## config.mk

```make
export PLATFORM = sky130hd
export DESIGN_NAME = pngsu_front
export DESIGN_NICKNAME = d
export VERILOG_FILES = /design/src/hw/rtl/pngsu_pkg.sv /design/src/hw/rtl/pngsu_front.sv
export SDC_FILE = /design/constraint.sdc
export NUM_CORES = 1
export LEC_CHECK = 0
export BUFFER_PORTS_ARGS = -buffer_cell sky130_fd_sc_hd__buf_2
export CAP_MARGIN = 15
export CORE_AREA = 2 2 104 106
export DETAILED_ROUTE_END_ITERATION = 8
export DIE_AREA = 0 0 106 108
export GPL_TIMING_DRIVEN = 1
export PLACE_DENSITY = 0.88
export SLEW_MARGIN = 20
export SYNTH_ARGS = -nofsm -noshare
export SYNTH_HDL_FRONTEND = slang
export SYNTH_SLANG_ARGS = --single-unit
```

## constraint.sdc

```tcl
create_clock -name clk_i -period 5.2 [get_ports clk_i]
set_input_delay 0.26 -clock clk_i [delete_from_list [all_inputs] [get_ports clk_i]]
set_output_delay 0.26 -clock clk_i [all_outputs]
set_load 0.1 [all_outputs]
```

## src/hw/rtl/pngsu_pkg.sv

```systemverilog
// pngsu_pkg: shared types, constants and helpers of the png scanline unfilter
// used by every rtl file of the block but pngsu_ram; depends on nothing
`timescale 1ns / 1ps
`default_nettype none

package pngsu_pkg;

  // sizes
  localparam int LINE_BYTES      = 8192;
  localparam int MAX_PIXEL_BYTES = 8;
  localparam int BPP_W           = 4;
  localparam int WIDTH_W         = 14;
  localparam int HEIGHT_W        = 16;
  localparam int CFG_DATA_W      = 16;
  localparam int CFG_IDX_W       = 2;
  localparam int ADDR_W          = $clog2(LINE_BYTES);
  localparam int MAX_ROW_LEN     = ((2 ** WIDTH_W) - 1) * MAX_PIXEL_BYTES;
  localparam int POS_W           = $clog2(MAX_ROW_LEN + 1);
  localparam int HIST_IDX_W      = ($clog2(MAX_PIXEL_BYTES) > 0) ? $clog2(MAX_PIXEL_BYTES) : 1;

  // register indexes
  localparam logic [CFG_IDX_W-1:0] CFG_BPP    = 2'd0;
  localparam logic [CFG_IDX_W-1:0] CFG_WIDTH  = 2'd1;
  localparam logic [CFG_IDX_W-1:0] CFG_HEIGHT = 2'd2;

  // filter types
  localparam logic [2:0] FILT_NONE  = 3'd0;
  localparam logic [2:0] FILT_SUB   = 3'd1;
  localparam logic [2:0] FILT_UP    = 3'd2;
  localparam logic [2:0] FILT_AVG   = 3'd3;
  localparam logic [2:0] FILT_PAETH = 3'd4;

  // status codes
  localparam logic [1:0] ST_OK       = 2'd0;
  localparam logic [1:0] ST_BAD_TYPE = 2'd1;
  localparam logic [1:0] ST_TOO_LONG = 2'd2;

  // one classified item, front to back
  typedef struct packed {
    logic [7:0]        data;
    logic              is_type;
    logic              do_data;
    logic              in_store;
    logic              first_row;
    logic [2:0]        filter;
    logic [ADDR_W-1:0] addr;
    logic [1:0]        status;
    logic              row_end;
    logic              img_end;
  } item_t;

  // zero treated as one, large values saturated
  function automatic logic [BPP_W-1:0] bpp_eff(input logic [BPP_W-1:0] bpp);
    logic [BPP_W-1:0] res;
    res = bpp;
    if (bpp == '0) begin
      res = BPP_W'(1);
    end else if (bpp > BPP_W'(MAX_PIXEL_BYTES)) begin
      res = BPP_W'(MAX_PIXEL_BYTES);
    end
    return res;
  endfunction

endpackage

`default_nettype wire

```

## src/hw/rtl/pngsu_front.sv

```systemverilog
// pngsu_front: accepts stream bytes, tracks position, row and error, classifies each item
// depends on pngsu_pkg
`timescale 1ns / 1ps
`default_nettype none

module pngsu_front
  import pngsu_pkg::*;
(
  input  wire logic                clk_i,
  input  wire logic                rst_ni,
  input  wire logic                accept_i,
  input  wire logic [7:0]          data_byte_i,
  input  wire logic [BPP_W-1:0]    bpp_i,
  input  wire logic [WIDTH_W-1:0]  width_i,
  input  wire logic [HEIGHT_W-1:0] height_i,
  output item_t                    item_o
);

  logic [POS_W-1:0]            pos_q, pos_d;
  logic [HEIGHT_W-1:0]         row_q, row_d;
  logic [2:0]                  filt_q, filt_d;
  logic                        first_q, first_d;
  logic [1:0]                  err_q, err_d;

  logic [WIDTH_W+BPP_W-1:0]    prod;
  logic [POS_W-1:0]            row_len;
  logic [HEIGHT_W-1:0]         height_eff;
  logic                        is_type;
  logic                        row_end;
  logic                        img_end;
  logic [1:0]                  err_item;
  logic [POS_W-1:0]            idx;

  // row geometry
  assign prod       = width_i * bpp_i;
  assign row_len    = prod[POS_W-1:0];
  assign height_eff = (height_i == '0) ? HEIGHT_W'(1) : height_i;

  // classification of the offered byte
  assign is_type = (pos_q == '0);
  assign row_end = (pos_q >= row_len);
  assign img_end = row_end && (row_q >= height_eff - HEIGHT_W'(1));
  assign idx     = pos_q - POS_W'(1);

  // error and filter update at a type byte
  always_comb begin
    err_item = err_q;
    filt_d   = filt_q;
    if (is_type) begin
      if (err_q == ST_OK) begin
        if (row_len > POS_W'(LINE_BYTES)) begin
          err_item = ST_TOO_LONG;
        end else if (data_byte_i > 8'd4) begin
          err_item = ST_BAD_TYPE;
        end
      end
      filt_d = (data_byte_i <= 8'd4) ? data_byte_i[2:0] : FILT_NONE;
    end
  end

  // counters and sticky state
  always_comb begin
    pos_d   = pos_q + POS_W'(1);
    row_d   = row_q;
    first_d = first_q;
    err_d   = err_item;
    if (row_end) begin
      pos_d   = '0;
      first_d = 1'b0;
      row_d   = row_q + HEIGHT_W'(1);
      if (img_end) begin
        row_d   = '0;
        first_d = 1'b1;
        err_d   = ST_OK;
      end
    end
  end

  // item to the back part
  always_comb begin
    item_o.data      = data_byte_i;
    item_o.is_type   = is_type;
    item_o.do_data   = !is_type && (err_q == ST_OK);
    item_o.in_store  = (idx < POS_W'(LINE_BYTES));
    item_o.first_row = first_q;
    item_o.filter    = filt_d;
    item_o.addr      = idx[ADDR_W-1:0];
    item_o.status    = err_item;
    item_o.row_end   = row_end;
    item_o.img_end   = img_end;
  end

  always_ff @(posedge clk_i or negedge rst_ni) begin
    if (!rst_ni) begin
      pos_q   <= '0;
      row_q   <= '0;
      filt_q  <= FILT_NONE;
      first_q <= 1'b1;
      err_q   <= ST_OK;
    end else if (accept_i) begin
      pos_q   <= pos_d;
      row_q   <= row_d;
      filt_q  <= filt_d;
      first_q <= first_d;
      err_q   <= err_d;
    end
  end

endmodule

`default_nettype wire

```

==> impl_metrics.ini <==
[placement]
routability_cong = 0.8934
numPortBuffers = 76
dpl.hpwl_microns = 10510
placed_cell_area_sq_um = 6221
placed_cells_incl_taps = 896

[synth]
synthCells = 664
number_of_enable_type_register_cells_in_the_synthesized_netlist = 0
netlist_area_sq_um = 5401
ys.flop_type = dfrtp_1
synth.distinct_cells = 70
yosysWarnings = 0
fraction_of_the_yosys_area_taken_by_sequential_cells = 0.1809
syn_avg_cell_area_sq_um = 8.135
postSynthNetCount = 788
synth_seq_cells = 39
async_reset_ff_frac = 1.000

[detailed_routing]
drt.antenna.violating_nets = 0
routed_via_density = 5.890
drt-initial-drc-count = 465
avg_wl_per_cell_microns = 17.17
drt_wl_total_microns = 15710
num_vias = 5389
detail_route.first_pass.iterations = 5
remaining_drc_errors = 0

[clocking]
clock-sinks = 39
clock_tree.buffer_depth = 2
cts-root-buf = clkbuf_8
cts_tree = built
cts-buffers-inserted = 5
clk-insertion-delay-late_ps = 300
holdBufCountCts = 0
clock_tree.htree_level_count = 2
worst_setup_hold_path_clk_slew_ps = 80

[setup_path]
worstPathArrival_ps = 4970
setup.worst_path.start_class = input port
ff2ff_path_depth = 12
r2r_setup_slack_ps = 1970
timing.setup.critical_path_class = input port to primary output
timing.critical_path.to_type = primary output
worst-path-max-fanout = 7
worstReg2RegStart = pos_q[6]
worst_ep_required_time_ps = 4940
r2r_end = row_q[13]

[power_and_ir_drop]
static-leakage-power_nw = 3.268
power.ir.vdd_worst_mv = 0.5848
power_density_relative_to_cell_area_nw_per_um2 = 322.5
fin_total_pwr_w = 0.002220

[final_layout]
postLayoutCellArea_sq_um = 6885
area_growth_pct = 27.47
layout-drive-gt1-share = 0.3068
fin_nets = 902
final_cells = 915
antenna-diode-count = 0

[timing]
rsz0062_at_grt = yes
clock-skew-final_ps = 12.30
finalWorstPathRequiredPeriod_ps = 5226
finalCritPeriodShare = 1.005
finalSetupViolCount = 2
hold_ws_ps = 78.27
slew_violations = 0
fin_setup_tns_ps = -43.80
hold_violations = 0
relSlewSlack = 0.4025
worst_slack_ps = -26.48
tightestPinTransition_ps = 896.3
max_freq_ghz = 0.1913

[outcome]
outcome = complete, but fails checks
failed_checks = negative setup slack

[floorplan]
die_ht_microns = 108
boundaryPins = 77
std_cell_rows = 37
coreArea_sq_um = 10230
die_area_sq_um = 11450
initial_core_utilization = 0.5279
die_x_microns = 106

[grt]
grt_usage = 0.2448
antenna_found_initial = 0
grt-ovfl-total = 0
global_route_wire_length_before_repair_microns = 23170
pin_count_of_the_biggest_net_entering_global_routing = 40
via_count_of_the_first_global_routing_pass = 5128

[run]
max_cap_viol_count = 0

[hold_path]
hold_path.class = input port to asynchronous set/reset pin
-- where the power goes --
| group | switching (W) | internal [W] |
|---|---|---|
| Combinational | 0.000977 | 0.000562 |
| Clock | 0.000118 | 0.000143 |
| Sequential | 0.0000737 | 0.000346 |
| Total | 0.00117 | 0.00105 |
-- state kept, by name, indices dropped and copies added, names as in the netlist --
name / cells
first_q: 1
pos_q: 17
row_q: 16
err_q: 2
filt_q: 3
-- worst max-delay path, cell delays in order --
cell	delay (ps)
buf_6	110
buf_4	150
and2_1	150
fa_1	530
inv_1	60
fa_1	540
inv_1	70
ha_4	260
buf_4	150
a41o_1	200
a21oi_2	180
nor2b_2	90
nor3_2	200
o21bai_2	130
xnor2_2	180
ha_1	330
nand2_2	80
nor4_4	270
nand2_1	90
mux2i_1	170
nand4bb_1	180
and2_4	240
a21oi_4	160
buf_12	190
-- cell type report --
type / count / area [sq um]
clock buffers: 5 / 68.82
clock inverters: 3 / 43.79
fillers: 758 / 3346
inverters: 60 / 225.2
multi-input cells: 528 / 4413
flip-flops and latches: 39 / 977.2
well taps: 136 / 170.2
repair buffers: 144 / 987.2
-- cells by family after synthesis --
| group | after synthesis | share of synthesized area |
|---|---|---|
| and+or+nand+nor | 261 | 0.2502 |
| AOI/OAI and AO/OA | 133 | 0.1784 |
| buffers and inverters | 97 | 0.07922 |
| adders and majority gates | 79 | 0.2164 |
| xor gates and xnor gates | 46 | 0.07714 |
| DFF | 39 | 0.1809 |
| muxes | 9 | 0.01784 |
-- stage by stage --
step             util  setup WS (ps)
2_1_floorplan       -          8.308
6_report       0.6730         -26.48
3_3_place_gp   0.6080         -179.0
4_1_cts        0.6332          8.337
3_5_place_dp   0.6080         -302.0
5_1_grt        0.6730         -160.4
-- how the worst max path moves through the flow --
stage / startpoint / end / slack [ps] / cells past startpoint
global route: bpp_i[3] / item_o[0] / -160 / 24
floorplan: bpp_i[3] / item_o[0] / 8 / 22
detailed placement: bpp_i[3] / pos_q[6] / -300 / 26
finish: bpp_i[3] / item_o[0] / -30 / 24
CTS: bpp_i[3] / item_o[0] / 8 / 23
global placement: bpp_i[3] / row_q[14] / -180 / 22
-- timing repair --
action / in CTS / in global routing
pin swaps: 12 / 44
resized for setup: 27 / 66
setup buffers: 3 / 8
gates cloned: 0 / 1
setup endpoints to repair: 11 / 36
-- per-layer routing --
metal  share of wire  wire [microns]  GRT usage  vias up
met5               0               0          0        -
met4           0.037             578    0.07143        0
met3           0.054             843    0.02773       59
met2            0.50            7913     0.4286      230
met1            0.41            6373     0.3208     2575
li1                -               -          -     2525
-- placed cells by master (no fill, tap or decap), types with 6 or more instances in the layout --
cell type	synthesis	final
dfrtp_1	38	38
a21o_1	10	10
and3_1	6	6
inv_1	59	54
nor2_1	57	55
a21oi_1	28	22
inv_2	1	6
and2_1	40	34
nand2b_1	11	10
ha_4	0	10
o211ai_1	6	6
fa_1	24	23
buf_2	3	70
o21ai_0	19	18
nor4_1	10	9
nand4_1	8	8
or2_2	8	8
a21oi_2	1	6
nand2_1	57	53
ha_1	55	44
xor2_1	22	22
and2_4	0	7
o2bb2ai_1	6	6
xnor2_1	23	21
nand3_1	18	18
buf_4	12	64
a211oi_2	2	6
a32o_1	10	10
nor3_1	19	17
-- Yosys cell counts (3+ instances only) --
master | count | area, sq um
a211oi_1 | 9 | 67.56
a21o_1 | 10 | 75.07
a21oi_1 | 28 | 140.1
a32o_1 | 10 | 100.1
and2_1 | 40 | 250.2
and3_1 | 6 | 37.54
buf_2 | 3 | 15.01
buf_4 | 12 | 90.09
clkbuf_1 | 20 | 75.07
dfrtp_1 | 38 | 950.9
fa_1 | 24 | 480.5
ha_1 | 55 | 688.2
inv_1 | 59 | 221.5
mux2_2 | 5 | 56.30
mux2i_1 | 4 | 40.04
nand2_1 | 57 | 214.0
nand2b_1 | 11 | 68.82
nand3_1 | 18 | 90.09
nand3b_1 | 3 | 22.52
nand4_1 | 8 | 50.05
nor2_1 | 57 | 214.0
nor2b_1 | 5 | 31.28
nor3_1 | 19 | 95.09
nor3b_1 | 3 | 22.52
nor4_1 | 10 | 62.56
o211ai_1 | 6 | 45.04
o21a_1 | 5 | 37.54
o21ai_0 | 19 | 95.09
o21ai_1 | 4 | 20.02
o2bb2ai_1 | 6 | 52.55
o31ai_1 | 6 | 45.04
or2_2 | 8 | 50.05
or3_1 | 5 | 31.28
xnor2_1 | 23 | 201.4
xor2_1 | 22 | 192.7
(Power assumes the default switching activity.)
