`config.mk`:
```
export PLATFORM = sky130hd
export DESIGN_NAME = pngsu_fifo
export DESIGN_NICKNAME = d
export VERILOG_FILES = /design/src/hw/rtl/pngsu_pkg.sv /design/src/hw/rtl/pngsu_fifo.sv
export SDC_FILE = /design/constraint.sdc
export NUM_CORES = 1
export LEC_CHECK = 0
export ABC_CLOCK_PERIOD_IN_PS = 2500
export BUFFER_PORTS_ARGS = -buffer_cell sky130_fd_sc_hd__buf_2
export CAP_MARGIN = 40
export CORE_MARGIN = 2
export CORE_UTILIZATION = 50
export DETAILED_ROUTE_END_ITERATION = 7
export PLACE_DENSITY = 0.74
export SLEW_MARGIN = 25
export SYNTH_ARGS = -nofsm -noshare
export SYNTH_HDL_FRONTEND = slang
export SYNTH_SLANG_ARGS = --single-unit
```
`constraint.sdc`:
```
create_clock -name clk_i -period 2.5 [get_ports clk_i]
set_input_delay 0 -clock clk_i [delete_from_list [all_inputs] [get_ports clk_i]]
set_output_delay 0 -clock clk_i [all_outputs]
set_load 0.01 [all_outputs]
```
`src/hw/rtl/pngsu_pkg.sv`:
```
// pngsu_pkg: shared types, constants and helpers of the png scanline unfilter
// used by every rtl file of the block but pngsu_ram; depends on nothing
`timescale 1ns / 1ps
`default_nettype none

package pngsu_pkg;

  // sizes
  localparam int LINE_BYTES      = 8192;
  localparam int MAX_PIXEL_BYTES = 8;
  localparam int BPP_W           = 4;
  localparam int WIDTH_W         = 14;
  localparam int HEIGHT_W        = 16;
  localparam int CFG_DATA_W      = 16;
  localparam int CFG_IDX_W       = 2;
  localparam int ADDR_W          = $clog2(LINE_BYTES);
  localparam int MAX_ROW_LEN     = ((2 ** WIDTH_W) - 1) * MAX_PIXEL_BYTES;
  localparam int POS_W           = $clog2(MAX_ROW_LEN + 1);
  localparam int HIST_IDX_W      = ($clog2(MAX_PIXEL_BYTES) > 0) ? $clog2(MAX_PIXEL_BYTES) : 1;

  // register indexes
  localparam logic [CFG_IDX_W-1:0] CFG_BPP    = 2'd0;
  localparam logic [CFG_IDX_W-1:0] CFG_WIDTH  = 2'd1;
  localparam logic [CFG_IDX_W-1:0] CFG_HEIGHT = 2'd2;

  // filter types
  localparam logic [2:0] FILT_NONE  = 3'd0;
  localparam logic [2:0] FILT_SUB   = 3'd1;
  localparam logic [2:0] FILT_UP    = 3'd2;
  localparam logic [2:0] FILT_AVG   = 3'd3;
  localparam logic [2:0] FILT_PAETH = 3'd4;

  // status codes
  localparam logic [1:0] ST_OK       = 2'd0;
  localparam logic [1:0] ST_BAD_TYPE = 2'd1;
  localparam logic [1:0] ST_TOO_LONG = 2'd2;

  // one classified item, front to back
  typedef struct packed {
    logic [7:0]        data;
    logic              is_type;
    logic              do_data;
    logic              in_store;
    logic              first_row;
    logic [2:0]        filter;
    logic [ADDR_W-1:0] addr;
    logic [1:0]        status;
    logic              row_end;
    logic              img_end;
  } item_t;

  // zero treated as one, large values saturated
  function automatic logic [BPP_W-1:0] bpp_eff(input logic [BPP_W-1:0] bpp);
    logic [BPP_W-1:0] res;
    res = bpp;
    if (bpp == '0) begin
      res = BPP_W'(1);
    end else if (bpp > BPP_W'(MAX_PIXEL_BYTES)) begin
      res = BPP_W'(MAX_PIXEL_BYTES);
    end
    return res;
  endfunction

endpackage

`default_nettype wire

```
`src/hw/rtl/pngsu_fifo.sv`:
```
// pngsu_fifo: two-entry item queue between the front and back parts
// depends on pngsu_pkg
`timescale 1ns / 1ps
`default_nettype none

module pngsu_fifo
  import pngsu_pkg::*;
(
  input  wire logic  clk_i,
  input  wire logic  rst_ni,
  input  wire logic  push_i,
  input  wire item_t item_i,
  output logic       full_o,
  input  wire logic  pop_i,
  output logic       valid_o,
  output item_t      item_o
);

  item_t      ent_q [2];
  logic       wr_q, wr_d;
  logic       rd_q, rd_d;
  logic [1:0] cnt_q, cnt_d;

  assign full_o  = (cnt_q == 2'd2);
  assign valid_o = (cnt_q != 2'd0);
  assign item_o  = ent_q[rd_q];

  // pointers and fill level
  always_comb begin
    wr_d  = push_i ? !wr_q : wr_q;
    rd_d  = pop_i ? !rd_q : rd_q;
    cnt_d = cnt_q;
    if (push_i && !pop_i) begin
      cnt_d = cnt_q + 2'd1;
    end else if (pop_i && !push_i) begin
      cnt_d = cnt_q - 2'd1;
    end
  end

  always_ff @(posedge clk_i or negedge rst_ni) begin
    if (!rst_ni) begin
      wr_q  <= 1'b0;
      rd_q  <= 1'b0;
      cnt_q <= 2'd0;
    end else begin
      wr_q  <= wr_d;
      rd_q  <= rd_d;
      cnt_q <= cnt_d;
    end
  end

  // entry storage
  always_ff @(posedge clk_i) begin
    if (push_i) begin
      ent_q[wr_q] <= item_i;
    end
  end

endmodule

`default_nettype wire

```
==> results.json, run 1 <==
{
  "final_nets": 268,
  "ys_seq_area_frac": 0.763,
  "crit_path_end_kind": "output pin",
  "num_antenna_cells": 0,
  "avgViaCountPerCell": 4.70,
  "grt_usage": 0.168,
  "crit_fanout": 22,
  "port_buffers": 69,
  "r2r_end": "ent_q[1][26]",
  "ys_ff_latch": 68,
  "cts_resized": 0,
  "wire_per_inst_um": 15.0,
  "cts_tree": "built",
  "cpMaxStageDelayCell": "dfrtp_2",
  "multiInputGateArea_um2": 562,
  "grt-busiest-layer": "met2",
  "status": "completed",
  "grtUsageMet3": 0.0482,
  "p_per_area_nw_per_um2": 1030,
  "die_area_um2": 5900,
  "core_um2": 5110,
  "hold_buffers": 36,
  "r2r_start": "wr_q",
  "antenna_found_initial": 0,
  "switchingPower_mw": 1.04,
  "place.gp.congestion": 0.695,
  "rsz0062_at_grt": "false",
  "fmax_ghz": 0.587,
  "fillCellCount": 325,
  "hold_path_class": "input pin to flip-flop",
  "met1_usage": 0.184,
  "area.sequential_um2": 2020,
  "syn_area_per_cell_um2": 22.9,
  "clockPowerShare": 0.253,
  "cts_setup_buffers": 0,
  "vias": 1437,
  "finalHoldViolCount": 0,
  "grt_max_degree": 23,
  "drtIter0Drc": 52,
  "htree_num_levels": 3,
  "grt_pass1_wl_um": 7350,
  "fin_setup_tns_ns": 0,
  "tightestPinTransition_ns": 0.637,
  "syn-num-nets": 153,
  "startpoint": "rd_q",
  "rows": 26,
  "crit_end": "item_o[28]",
  "worstPathArrival_ns": 1.70,
  "cts-root-buf": "clkbuf_8",
  "period_needed_ns": 1.70,
  "synth_cell_type_count": 14,
  "worst_setup_path_start_kind": "flip-flop",
  "yosysWarnings": 0,
  "numCtsBuffers": 9,
  "intPower_mw": 2.73,
  "grt_pass1_vias": 1548,
  "fin_crit_sh": 0.681,
  "syn_to_final_growth_pct": 37.5,
  "synth_top_area_frac": 0.725,
  "syn_area_um2": 2650,
  "power_frac_comb": 0.309,
  "grt_overflow_total": 0,
  "reg2reg_depth": 2,
  "final_max_slew_viol_count": 0,
  "max_cap_violations": 0,
  "drcViolationCount": 0,
  "synth_area_leaders": "edfxtp_1 (72%), mux2_4 (16%), dfrtp_1 (3.8%)",
  "critPathMaxStageDelay_ns": 0.61,
  "hold_ws_ns": 0.389,
  "wl_um": 4600,
  "fin_skew_ns": 0.00396,
  "path_cells": "buf_12 -> mux2_2 -> buf_2",
  "leakage_nw": 1.50,
  "ir_drop_mv": 0.768,
  "worst-setup-path-type": "flip-flop to output pin",
  "die_h_um": 76.8,
  "reg2reg_slack_ns": 0.95,
  "clock_sinks": 68,
  "syn_inst": 116,
  "drtAntennaViolNets": 0,
  "die_w_um": 76.8,
  "sequentialPowerShare": 0.438,
  "cts_buffer_depth": 2,
  "final-setup-viol-count": 0,
  "maxSlewHeadroom": 0.575,
  "met2_usage": 0.284,
  "synth_area_leader_cell": "edfxtp_1",
  "io_pins": 70,
  "netSwitchingFraction": 0.275,
  "required_ns": 2.50,
  "dr.pass1.iters": 4,
  "clk_latency_ns": 0.33,
  "drive_gt1_frac": 0.521,
  "cts.clk_slew.worst_paths_ns": 0.07,
  "start_util": 0.519
}
## layer usage
layer  share of wire  up-vias
li1                -      677
met1            0.41      697
met2            0.52       55
met3           0.052        8
met4           0.019        0
met5               0        -
## layout make-up
| type | count | area share |
|---|---|---|
| Clock buffer | 9 | 0.0340 |
| Multi-Input combinational cell | 43 | 0.154 |
| Sequential cell | 68 | 0.555 |
| Tap cell | 70 | 0.0240 |
| Clock inverter | 7 | 0.0251 |
| Inverter | 1 | 0.00103 |
| Timing Repair Buffer | 108 | 0.207 |
## cell usage after synthesis
master / n
and2_1: 1
buf_12: 3
buf_6: 1
dfrtp_1: 4
edfxtp_1: 64
ha_1: 1
inv_1: 1
mux2_2: 3
mux2_4: 29
nor2_1: 1
nor2b_1: 2
or2_2: 1
xnor2_1: 1
xor2_1: 4
## registers in the layout (all words and copies together) (netlist names)
| name | cells |
|---|---|
| ent_q | 64 |
| cnt_q | 2 |
| rd_q | 1 |
| wr_q | 1 |
## power by group through the flow
stage | clock (mW) | combinational [mW] | sequential (mW)
3_5_place_dp | 0 | 1.13 | 1.68
3_3_place_gp | 0 | 1.01 | 1.74
5_1_grt | 1.03 | 1.25 | 1.67
6_report | 0.952 | 1.16 | 1.65
4_1_cts | 0.973 | 1.18 | 1.65
2_1_floorplan | 0 | 0.903 | 1.60
## kinds of logic (layout without fill, tap and decap cells)
| group | Yosys count | in the layout | synth area share |
|---|---|---|---|
| fa+ha+maj | 1 | 1 | 0.00472 |
| mux | 32 | 32 | 0.177 |
| xor+xnor | 5 | 5 | 0.0165 |
| buf+inv | 5 | 125 | 0.0283 |
| simple gates | 5 | 5 | 0.0109 |
| flops | 68 | 68 | 0.763 |
## worst min-delay path by stage
stage / startpoint / to / cells past startpoint
finish: item_i[14] / ent_q[0][14] / 2
global route: item_i[19] / ent_q[1][19] / 2
CTS: item_i[14] / ent_q[0][14] / 2
detailed placement: rst_ni / wr_q / 1
global placement: rst_ni / cnt_q[1] / 1
floorplan: rst_ni / cnt_q[0] / 0
## per-stage QoR
| stage | total power [mW] | cell area (um^2) | cells | util | worst slack, ns |
|---|---|---|---|---|---|
| final | 3.77 | 3640 | 306 | 0.714 | 0.797 |
| after global routing | 3.95 | 3640 | 306 | 0.714 | 0.709 |
| after CTS | 3.80 | 3640 | 306 | 0.714 | 0.761 |
| after detailed placement | 2.81 | 3070 | 254 | 0.601 | 0.942 |
| after global placement | 2.75 | 3050 | 253 | 0.597 | 0.936 |
| after floorplan | 2.50 | 2650 | 116 | - | 0.233 |
## critical path: cells and delay by family (launching register included)
| family | cells | cell delay, ns |
|---|---|---|
| flops | 1 | 0.61 |
| mux | 1 | 0.36 |
| buf+inv | 2 | 0.40 |
## layout by cell type, fill, tap and decap left out, drive strengths merged
master,count
xor2,4
clkinv,4
or2,1
mux2,32
inv,1
buf,72
clkbuf,9
nor2,1
dfrtp,4
bufinv,2
edfxtp,64
xnor2,1
and2,1
clkinvlp,1
dlygate4sd3,36
nor2b,2
ha,1
Power figures use the tool's default switching activity.
==> run 2, diff against run 1 <==
--- a/config.mk
+++ b/config.mk
@@ -5,7 +5,7 @@
 export SDC_FILE = /design/constraint.sdc
 export NUM_CORES = 1
 export LEC_CHECK = 0
-export ABC_CLOCK_PERIOD_IN_PS = 2500
+export ABC_CLOCK_PERIOD_IN_PS = 1600
 export BUFFER_PORTS_ARGS = -buffer_cell sky130_fd_sc_hd__buf_2
 export CAP_MARGIN = 40
 export CORE_MARGIN = 2
==> constraint.sdc (replaced) <==
create_clock -name clk_i -period 1.6 [get_ports clk_i]
set_input_delay 0 -clock clk_i [delete_from_list [all_inputs] [get_ports clk_i]]
set_output_delay 0 -clock clk_i [all_outputs]
set_load 0.01 [all_outputs]
==> run 2 against run 1 <==
  * Clock power up 57%
  * Wire length is 1.6% lower
  * Setup slack worse by 0.72 ns
  * Register-to-register slack got worse by 0.49 ns
  * Global-route usage increased by 0.073 points
  * Die area did not move
  * First-iteration DRC count fell by 15%
  * Non-clock buffer count up 6
  * Sequential power up 55%
  * Clock skew up 0.0042 ns
  * Largest power group unchanged
  * Critical path depth is the same
==> results.json, run 2 (same netlist as run 1, synthesis figures left out) <==
{
  "largestRegisters": "ent_q (64), cnt_q (2)",
  "largest_register_ffs": 64,
  "grt_pass1_wl_um": 7350,
  "drcViolationCount": 0,
  "finalHoldViolCount": 0,
  "crit_fanout": 10,
  "worstPathArrival_ns": 1.52,
  "cp.buffers_inverters": 2,
  "cts-root-buf": "clkbuf_8",
  "fin_crit_sh": 0.949,
  "grt_max_degree": 24,
  "num_antenna_cells": 0,
  "worst_setup_path_start_kind": "flip-flop",
  "rows": 26,
  "layout_commonest_cell": "buf_2",
  "dr.pass1.iters": 4,
  "most-common-layout-cells": "buf_2 (69), edfxtp_1 (64), dlygate4sd3_1 (36)",
  "final-setup-viol-count": 0,
  "clock_sinks": 68,
  "cpMaxStageDelayCell": "dfrtp_4",
  "port_buffers": 69,
  "regMostFlops": "ent_q",
  "fmax_ghz": 0.659,
  "placed_cells": 257,
  "ir_drop_mv": 1.10,
  "numCtsBuffers": 9,
  "cts_buffer_depth": 2,
  "p_per_area_nw_per_um2": 1630,
  "post_dp_cell_area_um2": 3120,
  "drive_gt1_frac": 0.529,
  "design_area_um2": 3720,
  "cts.clk_slew.worst_paths_ns": 0.07,
  "power_mw": 6.05,
  "place.gp.congestion": 0.674,
  "dr_wl_met3_um": 232,
  "fin_setup_tns_ns": 0,
  "crit_family": "flip-flops",
  "vias": 1423,
  "drtAntennaViolNets": 0,
  "worst-setup-path-type": "flip-flop to output pin",
  "antenna_found_initial": 0,
  "grt_overflow_total": 0,
  "wl_met2_um": 2370,
  "wl_met1_um": 1860,
  "die_h_um": 76.8,
  "period_needed_ns": 1.52,
  "area.sequential_um2": 2030,
  "place_ws_ns": 0.337,
  "maxSlewHeadroom": 0.868,
  "wire_per_inst_um": 14.5,
  "tightestPinTransition_ns": 0.197,
  "wl_um": 4530,
  "core_um2": 5110,
  "leakage_nw": 1.54,
  "hold_ws_ns": 0.379,
  "die_w_um": 76.8,
  "rsz0062_at_grt": "false",
  "final_max_slew_viol_count": 0,
  "io_pins": 70,
  "grt_pass1_vias": 1561,
  "fin_util": 0.728,
  "fin_skew_ns": 0.00820,
  "start_util": 0.519,
  "fillCellCount": 304,
  "path_cells": "buf_12 -> mux2_4 -> buf_2",
  "die_area_um2": 5900,
  "multiInputGateArea_um2": 562,
  "critPathMaxStageDelay_ns": 0.55,
  "clk_latency_ns": 0.34,
  "cts_tree": "built",
  "hpwl_um": 2800,
  "highest_layer": "met4",
  "syn_to_final_growth_pct": 40.2,
  "required_ns": 1.60,
  "final_nets": 274,
  "max_cap_violations": 0,
  "hold_path_class": "input pin to flip-flop",
  "final.setup.worst_slack_ns": 0.0814,
  "htree_num_levels": 3,
  "drtIter0Drc": 44,
  "finalNonFillerCells": 312,
  "status": "completed",
  "avgViaCountPerCell": 4.56,
  "grt_usage": 0.169,
  "crit_path_end_kind": "output pin"
}
-- run 2: cell types whose count changed in the layout (fill, tap and decap cells not counted) --
cell        delta
buf_4          +4
buf_12         +2
clkinv_1       +1
clkinv_2       -1
clkinv_4       +1
clkinvlp_4     -1
dfrtp_2        -1
dfrtp_4        +1
-- run 2: worst paths after layout --
check,start,endpoint,slack (ns),depth (start not counted)
hold reg to reg,cnt_q[1],cnt_q[1],0.49,1
max in group asynchronous,rst_ni,rd_q,0.85,3
hold / removal,item_i[25],ent_q[1][25],0.38,2
min in group asynchronous,rst_ni,cnt_q[0],0.55,3
setup / recovery,rd_q,item_o[16],0.08,3
setup reg to reg,wr_q,ent_q[1][20],0.46,2
-- run 2: metal layers --
layer	up-vias	global-route usage
met2	51	0.289
met1	677	0.186
met5	-	0
met3	9	0.0588
li1	686	-
met4	0	0.0873
-- run 2: repair_timing --
item,4_1_cts,5_1_grt
gates resized for setup,1,0
setup endpoints to repair,22,20
hold buffers,36,0
pin swaps,0,0
endpoints found under the hold margin,70,0
buffers inserted,0,3
-- run 2: final cells by class --
cell class	instances	area share
timing repair buffer	114	0.221
inverter	1	0.00101
clock inverter	7	0.0246
clock buffer	9	0.0333
multi-input combinational	43	0.151
tap	70	0.0236
sequential	68	0.545
-- run 2: worst reg2reg max path, cell delays in order, from the launching register on --
cell and delay, ns:
dfrtp_1 0.42, and2_1 0.22, buf_4 0.21
-- run 2: where the power goes --
part           total (mW)  internal, mW  switching, mW
registers            2.55          2.38          0.170
clock network        1.49         0.870          0.617
logic                2.02          1.15          0.863
total                6.05          4.40           1.65
==> run 3, diff against run 2 <==
--- a/config.mk
+++ b/config.mk
@@ -10,6 +10,7 @@
 export CAP_MARGIN = 40
 export CORE_MARGIN = 2
 export CORE_UTILIZATION = 50
+export CTS_CLUSTER_SIZE = 40
 export DETAILED_ROUTE_END_ITERATION = 7
 export PLACE_DENSITY = 0.74
 export SLEW_MARGIN = 25
==> constraint.sdc (replaced) <==
create_clock -name clk_i -period 1.6 [get_ports clk_i]
set_input_delay 0.32 -clock clk_i [delete_from_list [all_inputs] [get_ports clk_i]]
set_output_delay 0.32 -clock clk_i [all_outputs]
set_load 0.01 [all_outputs]
==> run 3 against run 2 <==
  * The run now ends with setup timing left
  * Die area unchanged
  * Via count down 7.9%
  * Sequential power about the same
  * Sequential cell count unchanged
  * First-iteration DRC count up 32%
  * Critical endpoint is now item_o[4]
==> results.json, run 3 (same netlist as run 1, synthesis figures left out) <==
{
  "fin_crit_sh": 1.08,
  "wl_met2_um": 2320,
  "grt_overflow_total": 0,
  "fin_util": 0.695,
  "r2r_start": "wr_q",
  "wire_per_inst_um": 15.7,
  "final_max_slew_viol_count": 0,
  "vias": 1311,
  "hpwl_um": 2960,
  "start_util": 0.519,
  "maxSlewHeadroom": 0.884,
  "status": "finished, violations left",
  "io_pins": 70,
  "wl_met1_um": 1660,
  "dr_wl_met3_um": 274,
  "reg2reg_depth": 2,
  "dr.pass1.iters": 4,
  "worst-setup-path-type": "flip-flop to output pin",
  "most-common-layout-cells": "edfxtp_1 (64), buf_2 (37), mux2_4 (32), buf_6 (32), clkbuf_8 (9)",
  "highest_layer": "met4",
  "final-setup-viol-count": 32,
  "die_area_um2": 5900,
  "ir_drop_mv": 1.01,
  "violations": "setup timing",
  "port_buffers": 69,
  "drive_gt1_frac": 0.610,
  "leakage_nw": 1.45,
  "fmax_ghz": 0.580,
  "clock_sinks": 68,
  "htree_num_levels": 3,
  "final.setup.worst_slack_ns": -0.124,
  "cts_tree": "built",
  "drtIter0Drc": 58,
  "rsz0062_at_grt": "true",
  "hold-path-cell-count": 1,
  "final_nets": 237,
  "drcViolationCount": 0,
  "die_w_um": 76.8,
  "regMostFlops": "ent_q",
  "drtAntennaViolNets": 0,
  "min-delay-start": "item_i[1]",
  "place_ws_ns": 0.209,
  "required_ns": 1.28,
  "cp.buffers_inverters": 2,
  "rows": 26,
  "multiInputGateArea_um2": 573,
  "fin_setup_tns_ns": -3.65,
  "hold_path_class": "input pin to flip-flop",
  "reg2reg_slack_ns": 0.46,
  "critPathMaxStageDelay_ns": 0.47,
  "grt_pass1_wl_um": 6910,
  "wl_um": 4330,
  "largestRegisters": "ent_q (64), cnt_q (2)",
  "worst_setup_path_start_kind": "flip-flop",
  "fin_skew_ns": 0.00550,
  "avgViaCountPerCell": 4.77,
  "core_um2": 5110,
  "path_cells": "buf_12 -> mux2_4 -> buf_6",
  "die_h_um": 76.8,
  "antenna_found_initial": 0,
  "cpMaxStageDelayCell": "dfrtp_2",
  "clk_latency_ns": 0.33,
  "fillCellCount": 337,
  "num_antenna_cells": 0,
  "finalHoldViolCount": 0,
  "min_delay_worst_endpoint": "ent_q[1][1]",
  "largest_register_ffs": 64,
  "grt_usage": 0.159,
  "cts-root-buf": "clkbuf_8",
  "r2r_end": "ent_q[1][2]",
  "crit_fanout": 13,
  "crit_family": "flip-flops",
  "cts.clk_slew.worst_paths_ns": 0.07,
  "area.sequential_um2": 2020,
  "numCtsBuffers": 9,
  "period_needed_ns": 1.72,
  "max_cap_violations": 0,
  "hold_ws_ns": 0.164,
  "layout_commonest_cell": "edfxtp_1",
  "crit_path_end_kind": "output pin",
  "p_per_area_nw_per_um2": 1780,
  "worstPathArrival_ns": 1.40,
  "grt_pass1_vias": 1488,
  "syn_to_final_growth_pct": 33.9,
  "place.gp.congestion": 0.683,
  "startpoint": "rd_q",
  "tightestPinTransition_ns": 0.173,
  "grt_max_degree": 24,
  "cts_buffer_depth": 2
}
run 3: area by class of cell:
class | instances | share of cell area
Clock buffer | 10 | 0.0360
Clock inverter | 6 | 0.0180
Inverter | 1 | 0.00106
Multi-Input combinational cell | 43 | 0.161
Sequential cell | 68 | 0.570
Tap cell | 70 | 0.0247
Timing Repair Buffer | 77 | 0.189
run 3: report_power, final:
part / leakage (nW) / total (mW) / internal [mW] / switching [mW]
clock network: 0.0943 / 1.34 / 0.719 / 0.622
logic: 0.712 / 2.44 / 1.49 / 0.942
registers: 0.646 / 2.53 / 2.37 / 0.154
run 3: what timing repair did:
| action | in CTS | in global routing |
|---|---|---|
| endpoints found under the setup margin | 32 | 32 |
| gates cloned | 0 | 0 |
| hold buffers | 1 | 0 |
| buffers inserted | 0 | 0 |
| endpoints found under the hold margin | 4 | 0 |
| resized for setup | 32 | 3 |
run 3: worst max path at each step:
stage,to,depth (start not counted),slack (ns)
floorplan,ent_q[1][0],1,-0.01
global placement,item_o[15],3,0.23
detailed placement,item_o[24],3,0.21
CTS,item_o[24],3,-0.17
global route,item_o[4],3,-0.17
finish,item_o[4],3,-0.12
run 3: routing by layer:
layer / up-vias / global-route usage
met5: - / 0
li1: 616 / -
met2: 48 / 0.275
met4: 0 / 0.0782
met3: 8 / 0.0624
met1: 639 / 0.168
run 3: per-stage QoR:
step	cell area, um^2	power (mW)	std cells
4_1_cts	3540	6.35	275
3_5_place_dp	3140	4.54	258
5_1_grt	3550	6.59	275
3_3_place_gp	3140	4.48	258
2_1_floorplan	2660	3.92	116
6_report	3550	6.30	275
